$ cat src/rtl/core/bdq_pkg.sv
`default_nettype none
package bdq_pkg;

  localparam int DEPTH_DEFAULT = 16;
  localparam int WORD_W        = 32;
  localparam int KIND_W        = 3;
  localparam int STATUS_W      = 2;
  localparam int OCC_W         = 5;
  localparam int CAP_W         = 5;

  localparam logic [CAP_W-1:0] CAP_RESET = 5'd16;

  localparam logic [KIND_W-1:0] KIND_PUSH_FRONT = 3'd0;
  localparam logic [KIND_W-1:0] KIND_PUSH_REAR  = 3'd1;
  localparam logic [KIND_W-1:0] KIND_POP_FRONT  = 3'd2;
  localparam logic [KIND_W-1:0] KIND_POP_REAR   = 3'd3;
  localparam logic [KIND_W-1:0] KIND_PEEK_FRONT = 3'd4;
  localparam logic [KIND_W-1:0] KIND_PEEK_REAR  = 3'd5;

  localparam logic [STATUS_W-1:0] STATUS_DONE  = 2'd0;
  localparam logic [STATUS_W-1:0] STATUS_FULL  = 2'd1;
  localparam logic [STATUS_W-1:0] STATUS_EMPTY = 2'd2;

  typedef struct packed {
    logic [KIND_W-1:0]        kind;
    logic signed [WORD_W-1:0] push_value;
  } in_word_t;

  typedef struct packed {
    logic [STATUS_W-1:0]      status;
    logic signed [WORD_W-1:0] peek_value;
    logic [OCC_W-1:0]         occupancy;
  } out_word_t;

  typedef struct packed {
    logic capture;
    logic execute;
  } ctl_cmd_t;

  typedef enum logic [2:0] {
    ST_IDLE = 3'b001,
    ST_EXEC = 3'b010,
    ST_RESP = 3'b100
  } state_t;

endpackage
`default_nettype wire

$ cat src/rtl/core/bdq_controller.sv
`default_nettype none
module bdq_controller
  import bdq_pkg::*;
(
  input  wire logic     clk,
  input  wire logic     rst,
  input  wire logic     start,
  output logic          busy,
  output logic          done,
  output ctl_cmd_t      cmd
);

  state_t state;
  state_t state_next;

  assign busy        = (state == ST_EXEC);
  assign done        = (state == ST_RESP);
  assign cmd.capture = start && !busy;
  assign cmd.execute = (state == ST_EXEC);

  always_comb begin
    state_next = state;
    case (state)
      ST_IDLE: begin
        if (start) state_next = ST_EXEC;
      end
      ST_EXEC: begin
        state_next = ST_RESP;
      end
      ST_RESP: begin
        state_next = start ? ST_EXEC : ST_IDLE;
      end
      default: begin
        state_next = ST_IDLE;
      end
    endcase
  end

  always_ff @(posedge clk) begin
    if (rst) begin
      state <= ST_IDLE;
    end else begin
      state <= state_next;
    end
  end

endmodule
`default_nettype wire

$ cat src/rtl/core/bdq_datapath.sv
`default_nettype none
module bdq_datapath
  import bdq_pkg::*;
#(
  parameter int DEPTH = DEPTH_DEFAULT
) (
  input  wire logic             clk,
  input  wire logic             rst,
  input  wire ctl_cmd_t         cmd,
  input  wire in_word_t         request,
  input  wire logic             cfg_we,
  input  wire logic [CAP_W-1:0] cfg_wdata,
  output out_word_t             result
);

  localparam int PW = $clog2(DEPTH);
  localparam int CW = $clog2(DEPTH + 1);
  localparam int SW = CW + 1;
  localparam int LW = (CW > CAP_W) ? CW : CAP_W;

  localparam logic [1:0] PEEK_ZERO = 2'd0;
  localparam logic [1:0] PEEK_ONES = 2'd1;
  localparam logic [1:0] PEEK_DATA = 2'd2;

  logic [WORD_W-1:0] mem [DEPTH];

  logic [CAP_W-1:0]         capacity;
  logic [PW-1:0]            front;
  logic [PW-1:0]            front_next;
  logic [CW-1:0]            count;
  logic [CW-1:0]            count_next;
  logic [KIND_W-1:0]        op_kind;
  logic [WORD_W-1:0]        op_value;
  logic [WORD_W-1:0]        rdata;
  logic [STATUS_W-1:0]      res_status;
  logic [STATUS_W-1:0]      status_next;
  logic [1:0]               peek_sel;
  logic [1:0]               peek_sel_next;

  logic [LW-1:0] limit;
  logic          full;
  logic          empty;
  logic [SW-1:0] rear_sum;
  logic [SW-1:0] last_sum;
  logic [PW-1:0] rear_idx;
  logic [PW-1:0] last_idx;
  logic [PW-1:0] front_dec;
  logic [PW-1:0] front_inc;
  logic          wr_en;
  logic [PW-1:0] wr_addr;
  logic [PW-1:0] rd_addr;

  always_comb begin
    limit = (LW'(capacity) > LW'(DEPTH)) ? LW'(DEPTH) : LW'(capacity);
    full  = LW'(count) >= limit;
    empty = (count == '0);

    rear_sum = SW'(front) + SW'(count);
    if (rear_sum >= SW'(DEPTH)) rear_sum = rear_sum - SW'(DEPTH);
    rear_idx = rear_sum[PW-1:0];

    last_sum = SW'(front) + SW'(count) - SW'(1);
    if (last_sum >= SW'(DEPTH)) last_sum = last_sum - SW'(DEPTH);
    last_idx = last_sum[PW-1:0];

    front_dec = (front == '0) ? PW'(DEPTH - 1) : front - PW'(1);
    front_inc = (front == PW'(DEPTH - 1)) ? '0 : front + PW'(1);
  end

  always_comb begin
    front_next    = front;
    count_next    = count;
    status_next   = STATUS_DONE;
    peek_sel_next = PEEK_ZERO;
    wr_en         = 1'b0;
    wr_addr       = rear_idx;
    rd_addr       = front;
    case (op_kind)
      KIND_PUSH_FRONT: begin
        if (full) begin
          status_next = STATUS_FULL;
        end else begin
          front_next = front_dec;
          wr_addr    = front_dec;
          wr_en      = 1'b1;
          count_next = count + CW'(1);
        end
      end
      KIND_PUSH_REAR: begin
        if (full) begin
          status_next = STATUS_FULL;
        end else begin
          wr_en      = 1'b1;
          count_next = count + CW'(1);
        end
      end
      KIND_POP_FRONT: begin
        if (empty) begin
          status_next = STATUS_EMPTY;
        end else begin
          front_next = front_inc;
          count_next = count - CW'(1);
        end
      end
      KIND_POP_REAR: begin
        if (empty) begin
          status_next = STATUS_EMPTY;
        end else begin
          count_next = count - CW'(1);
        end
      end
      KIND_PEEK_FRONT, KIND_PEEK_REAR: begin
        rd_addr = (op_kind == KIND_PEEK_REAR) ? last_idx : front;
        if (empty) begin
          status_next   = STATUS_EMPTY;
          peek_sel_next = PEEK_ONES;
        end else begin
          peek_sel_next = PEEK_DATA;
        end
      end
      default: begin
      end
    endcase
  end

  always_ff @(posedge clk) begin
    if (cmd.execute && wr_en) mem[wr_addr] <= op_value;
  end

  always_ff @(posedge clk) begin
    if (cmd.execute) rdata <= mem[rd_addr];
  end

  always_ff @(posedge clk) begin
    if (cmd.capture) begin
      op_kind  <= request.kind;
      op_value <= request.push_value;
    end
    if (cmd.execute) begin
      res_status <= status_next;
      peek_sel   <= peek_sel_next;
    end
  end

  always_ff @(posedge clk) begin
    if (rst) begin
      capacity <= CAP_RESET;
      front    <= '0;
      count    <= '0;
    end else begin
      if (cfg_we) capacity <= cfg_wdata;
      if (cmd.execute) begin
        front <= front_next;
        count <= count_next;
      end
    end
  end

  always_comb begin
    result.status    = res_status;
    result.occupancy = OCC_W'(count);
    case (peek_sel)
      PEEK_ONES: result.peek_value = '1;
      PEEK_DATA: result.peek_value = rdata;
      default:   result.peek_value = '0;
    endcase
  end

endmodule
`default_nettype wire

$ cat src/rtl/core/bounded_double_ended_queue_core.sv
// A word taken in when start is high and busy low is captured, then executed while the
// controller is in its execute state; its result shows on result, marked by done for exactly
// one cycle, and the receiver cannot stall it. No new word is taken in while busy is high, but
// a new start is taken in the cycle done is high.
// Reset (rst, synchronous): empties the queue, front pointer zero, capacity 16;
// memory contents stay undefined until written.
`default_nettype none
module bounded_double_ended_queue_core
  import bdq_pkg::*;
#(
  parameter int DEPTH = DEPTH_DEFAULT
) (
  input  wire logic             clk,
  input  wire logic             rst,
  input  wire logic             start,
  output logic                  busy,
  input  wire in_word_t         request,
  output logic                  done,
  output out_word_t             result,
  input  wire logic             cfg_we,
  input  wire logic [CAP_W-1:0] cfg_wdata
);

  ctl_cmd_t cmd;

  bdq_controller u_ctl (
    .clk   (clk),
    .rst   (rst),
    .start (start),
    .busy  (busy),
    .done  (done),
    .cmd   (cmd)
  );

  bdq_datapath #(
    .DEPTH (DEPTH)
  ) u_dp (
    .clk       (clk),
    .rst       (rst),
    .cmd       (cmd),
    .request   (request),
    .cfg_we    (cfg_we),
    .cfg_wdata (cfg_wdata),
    .result    (result)
  );

`ifndef NO_ASSERTIONS
  a_accept_busy: assert property (@(posedge clk) disable iff (rst)
    (start && !busy) |=> busy)
    else $error("accepted word did not raise busy");

  a_busy_done: assert property (@(posedge clk) disable iff (rst)
    busy |=> (done && !busy))
    else $error("busy cycle not followed by a result");

  a_done_after_busy: assert property (@(posedge clk) disable iff (rst)
    done |-> $past(busy))
    else $error("result without a preceding busy cycle");

  a_full_no_peek: assert property (@(posedge clk) disable iff (rst)
    (done && result.status == STATUS_FULL) |-> (result.peek_value == '0))
    else $error("refused push carries a peek value");
`endif

endmodule
`default_nettype wire
$ cat config.mk
export PLATFORM = sky130hd
export DESIGN_NAME = bounded_double_ended_queue_core
export DESIGN_NICKNAME = d
export VERILOG_FILES = /design/src/rtl/core/bdq_pkg.sv /design/src/rtl/core/bdq_controller.sv /design/src/rtl/core/bdq_datapath.sv /design/src/rtl/core/bounded_double_ended_queue_core.sv
export SDC_FILE = /design/constraint.sdc
export NUM_CORES = 1
export LEC_CHECK = 0
export BUFFER_PORTS_ARGS = -buffer_cell sky130_fd_sc_hd__buf_4
export CELL_PAD_IN_SITES_DETAIL_PLACEMENT = 1
export CELL_PAD_IN_SITES_GLOBAL_PLACEMENT = 1
export CORE_ASPECT_RATIO = 1.4
export CORE_UTILIZATION = 50
export CTS_CLUSTER_SIZE = 14
export DETAILED_ROUTE_END_ITERATION = 8
export PLACE_DENSITY = 0.81
export SLEW_MARGIN = 20
export SYNTH_ARGS = -nofsm -noshare
export SYNTH_HDL_FRONTEND = slang
export SYNTH_HIERARCHICAL = 1
export SYNTH_SLANG_ARGS = --single-unit
$ cat constraint.sdc
create_clock -name clk -period 5.1 [get_ports clk]
set_clock_uncertainty 0.15 [all_clocks]
set_input_delay 1.02 -clock clk [delete_from_list [all_inputs] [get_ports clk]]
set_output_delay 1.02 -clock clk [all_outputs]
set_load 0.01 [all_outputs]
==> summary.md, run 1 <==
| Metric | Value |
|---|---|
| Result of the run | finished, final reports clean |
| Comb pwr share | 0.045 |
| Core Region | 47000 um2 |
| Post-route setup slack | 1.04 ns |
| Final period util | 0.796 |
| All-Layer GR Usage | 0.264 |
| Slew HR | 0.233 |
| Dpl cells | 2262 |
| CTS root buf | clkbuf_16 |
| Num rows | 94 |
| Worst-Margin Slew | 1.15 ns |
| Via count | 14.7k |
| Crit Path Max Fanout | 43 |
| Warnings, synthesis | 6 |
| Commonest cells in the netlist | edfxtp_1, nand2_1, a21oi_1 |
| Worst min path class | flop to flop |
| Mapped cell area | 23800 um2 |
| Die area | 48600 um2 |
| Syn_nets | 1699 |
| Synth top area cells | edfxtp_1, a21oi_1, nand2_1 |
| Simple-gate area share of the yosys netlist | 0.0635 |
| Grt ovf | 0 |
| Worst vdd ir | 0.263 mV |
| Largest area contributor in the netlist | edfxtp_1 |
| First-pass GRT wire length | 96000 um |
| Die Y | 260 um |
| Routed length per instance | 27.4 um |
| Worst setup SP type | flop |
| Internal power | 7730 uW |
| Synth Flop Type | edfxtp_1 |
| Die span in x | 187 um |
| Post-route ant nets | 0 |
| Worst-path cell chain | ha_1 -> fa_1 -> inv_1 -> ha_1 -> xor3_1 -> mux2i_4 -> buf_4 -> a21oi_1 -> a221oi_1 -> a211oi_1 -> a21oi_1 |
| Num CTS Buffers | 54 |
| Pwr Density | 365 nW/um2 |
| HPWL after detailed placement | 36000 um |
| Net Switching | 2090 uW |
| Initial DRT Pass Iterations | 5 |
| Final Total Pwr | 9830 uW |
| Post_cts resized | 0 |
| DP Worst Slack | 1.18 ns |
| Ant diodes | 0 |
| CTS tree | done |
| Mean post-synth cell area | 14.6 um2 |
| Initial antenna violation count | 0 |
| Synth Area in Compound Gates | 0.118 |
| CTS H-tree depth | 2 |
| Final Max Tran Viols | 0 |
| Cell variety after synth | 49 |
| CTS Hold Bufs | 0 |
| Worst setup path category | flop to flop |
| Share of power burned in registers | 0.562 |
| Mux contribution to synthesized area | 0.0302 |
| Post-route DRC violation count | 0 |
| Min Tclk post-route | 4.06 ns |
| Setup violators final | 0 |
| RSZ-0062 raised after global routing | no |
| Starting Density | 0.507 |
| Clock sinks | 600 |
| Vias in the first global route | 15.8k |
| Synth Area in XOR/XNOR | 0.00525 |
| Post-synth ARST share | 0 |
| IO Count | 85 |
| Worst skew pair latency | 0.60 ns |
| Fmax | 246 MHz |
| Final net count | 1758 |
| TNS Setup | 0 ns |
| Mapped Cells | 1636 |
| CTS max path bufs | 3 |
| Routability cong. | 0.784 |
| Post-synthesis adder-cell area fraction | 0.0106 |
| Part of the power in the clock network | 0.393 |
| Largest net degree at the start of global routing | 144 |
| #FFs+latches synth | 600 |
| Final Hold Fails | 0 |
| Placed Area | 25300 um2 |
| Final instance area | 26900 um2 |
| EDFF count, synth | 583 |
| Leak | 0.00955 uW |
| Final WL | 64300 um |
| Area share of the largest cell type after synthesis | 0.734 |
| Fin cells | 2352 |
| Largest family of logic cells by synthesized area | compound AO/OA/AOI/OAI gates |
| Worst path slowest cell | fa_1 |
| Post-CTS Repair Setup Buffers | 0 |
| Worst path max stage delay | 0.61 ns |
| Initial DRC count | 1278 |
| Layout cells sized above 1 | 0.125 |
| Area Growth Syn to Fin | 12.9% |
| Clk slew on worst S/H paths | 0.07 ns |
| Worst setup EP type | flop |
| Number of I/O port buffers | 84 |
| CP arrival | 4.34 ns |
| Worst path required time | 5.38 ns |
| Switching Fraction | 0.213 |
| Cell with the most instances after synthesis | edfxtp_1 |
| Sequential-to-total area share from yosys stat | 0.749 |
| Vias/cell | 6.24 |
| Max-Cap Viols | 0 |
==> metrics by stage <==
step	hold WS [ns]	util
finish	0.358	0.572
global route	0.364	0.572
CTS	0.356	0.571
detailed placement	0.337	0.537
global placement	0.322	0.536
floorplan	0.302	-
==> flip-flops by register name (all words and copies together) (netlist names) <==
name and flops:
u_dp/op_kind 3, u_dp/rdata 32, u_dp/res_status 2, u_ctl/state 3
u_dp/mem 512, u_dp/front 4, u_dp/peek_sel 2, u_dp/count 5
u_dp/capacity 5, u_dp/op_value 32
==> final cells by class <==
type	instances	area, um2
repair buffers	118	1010
clock buffers	64	1390
clock inverters	25	236
well taps	624	781
fillers	4433	20100
flip-flops and latches	600	17800
inverters	12	45.0
multi-input cells	909	5610
==> path summary, 6_finish.rpt <==
kind         cells after the start               end             start  slack (ns)
max                             11    u_dp/rdata[10]     u_dp/count[0]        1.04
min                              2  u_dp/capacity[1]  u_dp/capacity[1]        0.36
max reg2reg                     11    u_dp/rdata[10]     u_dp/count[0]        1.04
min reg2reg                      2  u_dp/capacity[1]  u_dp/capacity[1]        0.36
==> critical path, delay by kind of cell, from the launching register on <==
kind	cells	cell delay [ns]
adder cells (fa/ha/maj)	3	1.08
AO/OA/AOI/OAI	4	0.88
buffers and inverters	2	0.63
multiplexers	1	0.55
flip-flops	1	0.40
XOR/XNOR	1	0.22
==> cell families (layout without fill, tap and decap cells) <==
kind of cell	Yosys count	after routing
and+or+nand+nor	374	374
AOI/OAI and AO/OA	433	433
adders and majority gates	19	19
muxes	72	72
xor gates and xnor gates	11	11
buffers and inverters	127	219
DFF	600	600
==> power by group through the flow <==
stage | Sequential [uW] | Clock (uW) | Combinational (uW)
finish | 5530 | 3860 | 438
global route | 5530 | 4050 | 471
CTS | 5520 | 3900 | 434
detailed placement | 5630 | 0 | 426
global placement | 5620 | 0 | 400
floorplan | 5590 | 0 | 283
==> layer usage <==
| layer | up-vias | GRT usage | routed length [um] |
|---|---|---|---|
| li1 | 6408 | - | - |
| met3 | 140 | 0.0394 | 4160 |
| met2 | 617 | 0.472 | 33300 |
| met4 | 0 | 0.103 | 2120 |
| met5 | - | 0 | 0 |
| met1 | 7514 | 0.323 | 24800 |
==> cell usage in the layout, fill, tap and decap left out, types with 3 or more instances in the layout <==
cell type,count
buf_12,8
a21o_1,6
buf_4,109
a211oi_1,33
a31oi_1,5
ha_1,15
nand2b_1,4
o211ai_1,3
inv_1,12
bufinv_16,4
nor3_1,11
edfxtp_1,583
nand2_1,268
a21oi_1,237
xnor2_1,7
clkinv_1,11
mux2i_1,71
clkbuf_16,54
nor2_4,16
o21ai_0,4
clkinv_2,5
nand3_1,5
nor2_1,51
nor3b_1,4
a221oi_1,65
a32oi_1,64
clkbuf_1,10
dfxtp_1,17
Power figures use the tool's default switching activity.
==> inputs of run 2 (changes only) <==
Clock period 5.1 ns to 4.1 ns, I/O delays scaled along.
==> run 2 against run 1 <==
Die area is the same; core utilization rose by 1.1 points; hold slack got worse by 0.13 ns; setup slack got worse by 0.81 ns; routed wire length increased by 2.8%; sequential share of layout area down 1.2 points; via count grew 1.7%.
==> summary.md, run 2 (synthesis gave the netlist of run 1 again) <==
| Metric | Value |
|---|---|
| Result of the run | finished, final reports clean |
| CP arrival | 4.07 ns (-0.27 ns) |
| Worst r2r src | u_dp/count[0] |
| Final Total Pwr | 12500 uW (+27%) |
| End point of the critical path | u_dp/rdata[29] |
| Crit path launch | u_dp/count[0] |
| IO Count | 85 (unchanged) |
| Top Registers | u_dp/mem x512, u_dp/op_value x32, u_dp/rdata x32 |
| Vias in the first global route | 16.0k (+1.1%) |
| Initial antenna violation count | 0 (unchanged) |
| Fmax | 258 MHz (+4.8%) |
| HPWL after detailed placement | 39300 um (+9.1%) |
| Layout cells sized above 1 | 0.142 (+0.0170) |
| R2r worst-path depth | 11 (unchanged) |
| Initial DRT Pass Iterations | 5 (unchanged) |
| Max-Cap Viols | 0 (unchanged) |
| Starting Density | 0.507 (unchanged) |
| Initial DRC count | 1255 (-1.8%) |
| R2R setup slack | 0.23 ns (-0.81 ns) |
| Final WL | 66100 um (+2.8%) |
| CTS max path bufs | 3 (unchanged) |
| Num CTS Buffers | 56 (+3.7%) |
| Core Region | 47000 um2 (unchanged) |
| Pwr Density | 454 nW/um2 (+24%) |
| CTS tree | done |
| Die span in x | 187 um (unchanged) |
| Setup violators final | 0 (unchanged) |
| Ant diodes | 0 (unchanged) |
| CTS H-tree depth | 2 (unchanged) |
| RSZ-0062 raised after global routing | no |
| Final Max Tran Viols | 0 (unchanged) |
| Placed Area | 25700 um2 (+1.6%) |
| Num rows | 94 (unchanged) |
| Final Hold Fails | 0 (unchanged) |
| Most flops, register | u_dp/mem |
| TNS Setup | 0 ns (unchanged) |
| Crit Path Max Fanout | 48 (+12%) |
| All-Layer GR Usage | 0.273 (+0.00925) |
| Worst setup path category | flop to flop |
| Vias/cell | 6.25 (about the same) |
| Grt ovf | 0 (unchanged) |
| Number of I/O port buffers | 84 (unchanged) |
| Worst vdd ir | 0.318 mV (+21%) |
| Final period util | 0.945 (+0.149) |
| Final net count | 1785 (+1.5%) |
| Worst skew pair latency | 0.61 ns (about the same) |
| FF-to-FF End | u_dp/rdata[29] |
| Worst setup EP type | flop |
| Routability cong. | 0.825 (+5.2%) |
| Most common cell after layout, fill and taps aside | edfxtp_1 |
| Routed length per instance | 27.7 um (+1.1%) |
| Die area | 48600 um2 (unchanged) |
| Clock sinks | 600 (unchanged) |
| Worst setup SP type | flop |
| Largest net degree at the start of global routing | 88 (-39%) |
| Most frequent cells in the layout | edfxtp_1, nand2_1, a21oi_1 |
| First-pass GRT wire length | 98800 um (+2.9%) |
| Clk slew on worst S/H paths | 0.07 ns (about the same) |
| Layout Utilization | 0.583 (+0.0108) |
| Slew HR | 0.306 (+0.0733) |
| Area Growth Syn to Fin | 15.0% |
| Final instance area | 27400 um2 (+1.9%) |
| Fin cells | 2391 (+1.7%) |
| Min Tclk post-route | 3.87 ns (-0.187 ns) |
| Worst min path class | input port to flop |
| CTS root buf | clkbuf_16 |
| Leak | 0.00979 uW (+2.5%) |
| Post-route ant nets | 0 (unchanged) |
| Via count | 14.9k (+1.7%) |
| Post-CTS Repair Setup Buffers | 0 (unchanged) |
| Post-route DRC violation count | 0 (unchanged) |
| Fillers | 4443 (+0.23%) |
| CTS Hold Bufs | 0 (unchanged) |
| Dpl cells | 2288 (+1.1%) |
| Worst path required time | 4.30 ns (-1.08 ns) |
| Worst-Margin Slew | 1.04 ns (-0.112 ns) |
| Max reg flops | 512 (unchanged) |
| Post_cts resized | 0 (unchanged) |
| Die Y | 260 um (unchanged) |
[run 2: changes by cell type in the layout (fill, tap and decap cells not counted), sizes merged]
cell      before  now
clkinv        18   25
clkinvlp       1    5
buf          118  143
clkbuf        64   67
[run 2: layout make-up]
| cell class | count | area [um2] | area share |
|---|---|---|---|
| multi-input combinational | 909 | 5610 | 0.204 |
| inverter | 12 | 45.0 | 0.00164 |
| clock inverter | 36 | 285 | 0.0104 |
| tap | 624 | 781 | 0.0285 |
| sequential | 600 | 17800 | 0.651 |
| timing repair buffer | 143 | 1390 | 0.0507 |
| clock buffer | 67 | 1460 | 0.0534 |
[run 2: how the worst min path moves through the flow]
stage               cells past startpoint             start               end
floorplan                               2  u_dp/capacity[0]  u_dp/capacity[0]
global placement                        2  u_dp/capacity[0]  u_dp/capacity[0]
detailed placement                      2  u_dp/capacity[0]  u_dp/capacity[0]
CTS                                     1       request[34]   u_dp/op_kind[2]
global route                            1       request[34]   u_dp/op_kind[2]
finish                                  1       request[33]   u_dp/op_kind[1]
[run 2: metrics by stage]
stage,setup slack [ns],hold slack [ns]
after floorplan,0.316,0.302
after global placement,0.439,0.323
after detailed placement,0.337,0.340
after CTS,0.237,0.202
after global routing,0.0866,0.210
final,0.226,0.229
[run 2: worst max-delay path, stage by stage, from the launching register on]
cell	delay [ns]
dfxtp_1	0.52
ha_1	0.26
fa_1	0.50
inv_1	0.09
ha_1	0.15
xor3_1	0.27
mux2i_4	0.31
buf_12	0.30
buf_4	0.37
a32oi_1	0.18
a211oi_1	0.37
a21oi_1	0.11
[run 2: per-layer routing]
layer / vias to the layer above / track usage / routed length (um)
met5: - / 0 / 0
met4: 0 / 0.109 / 2270
met3: 134 / 0.0395 / 3900
met2: 571 / 0.492 / 34500
met1: 7749 / 0.331 / 25500
li1: 6479 / - / -
[run 2: power by group]
part	total [uW]	switching, uW	internal [uW]	leakage (uW)
clock network	5020	2230	2790	0.000843
registers	6870	97.4	6780	0.00541
logic	568	359	209	0.00354
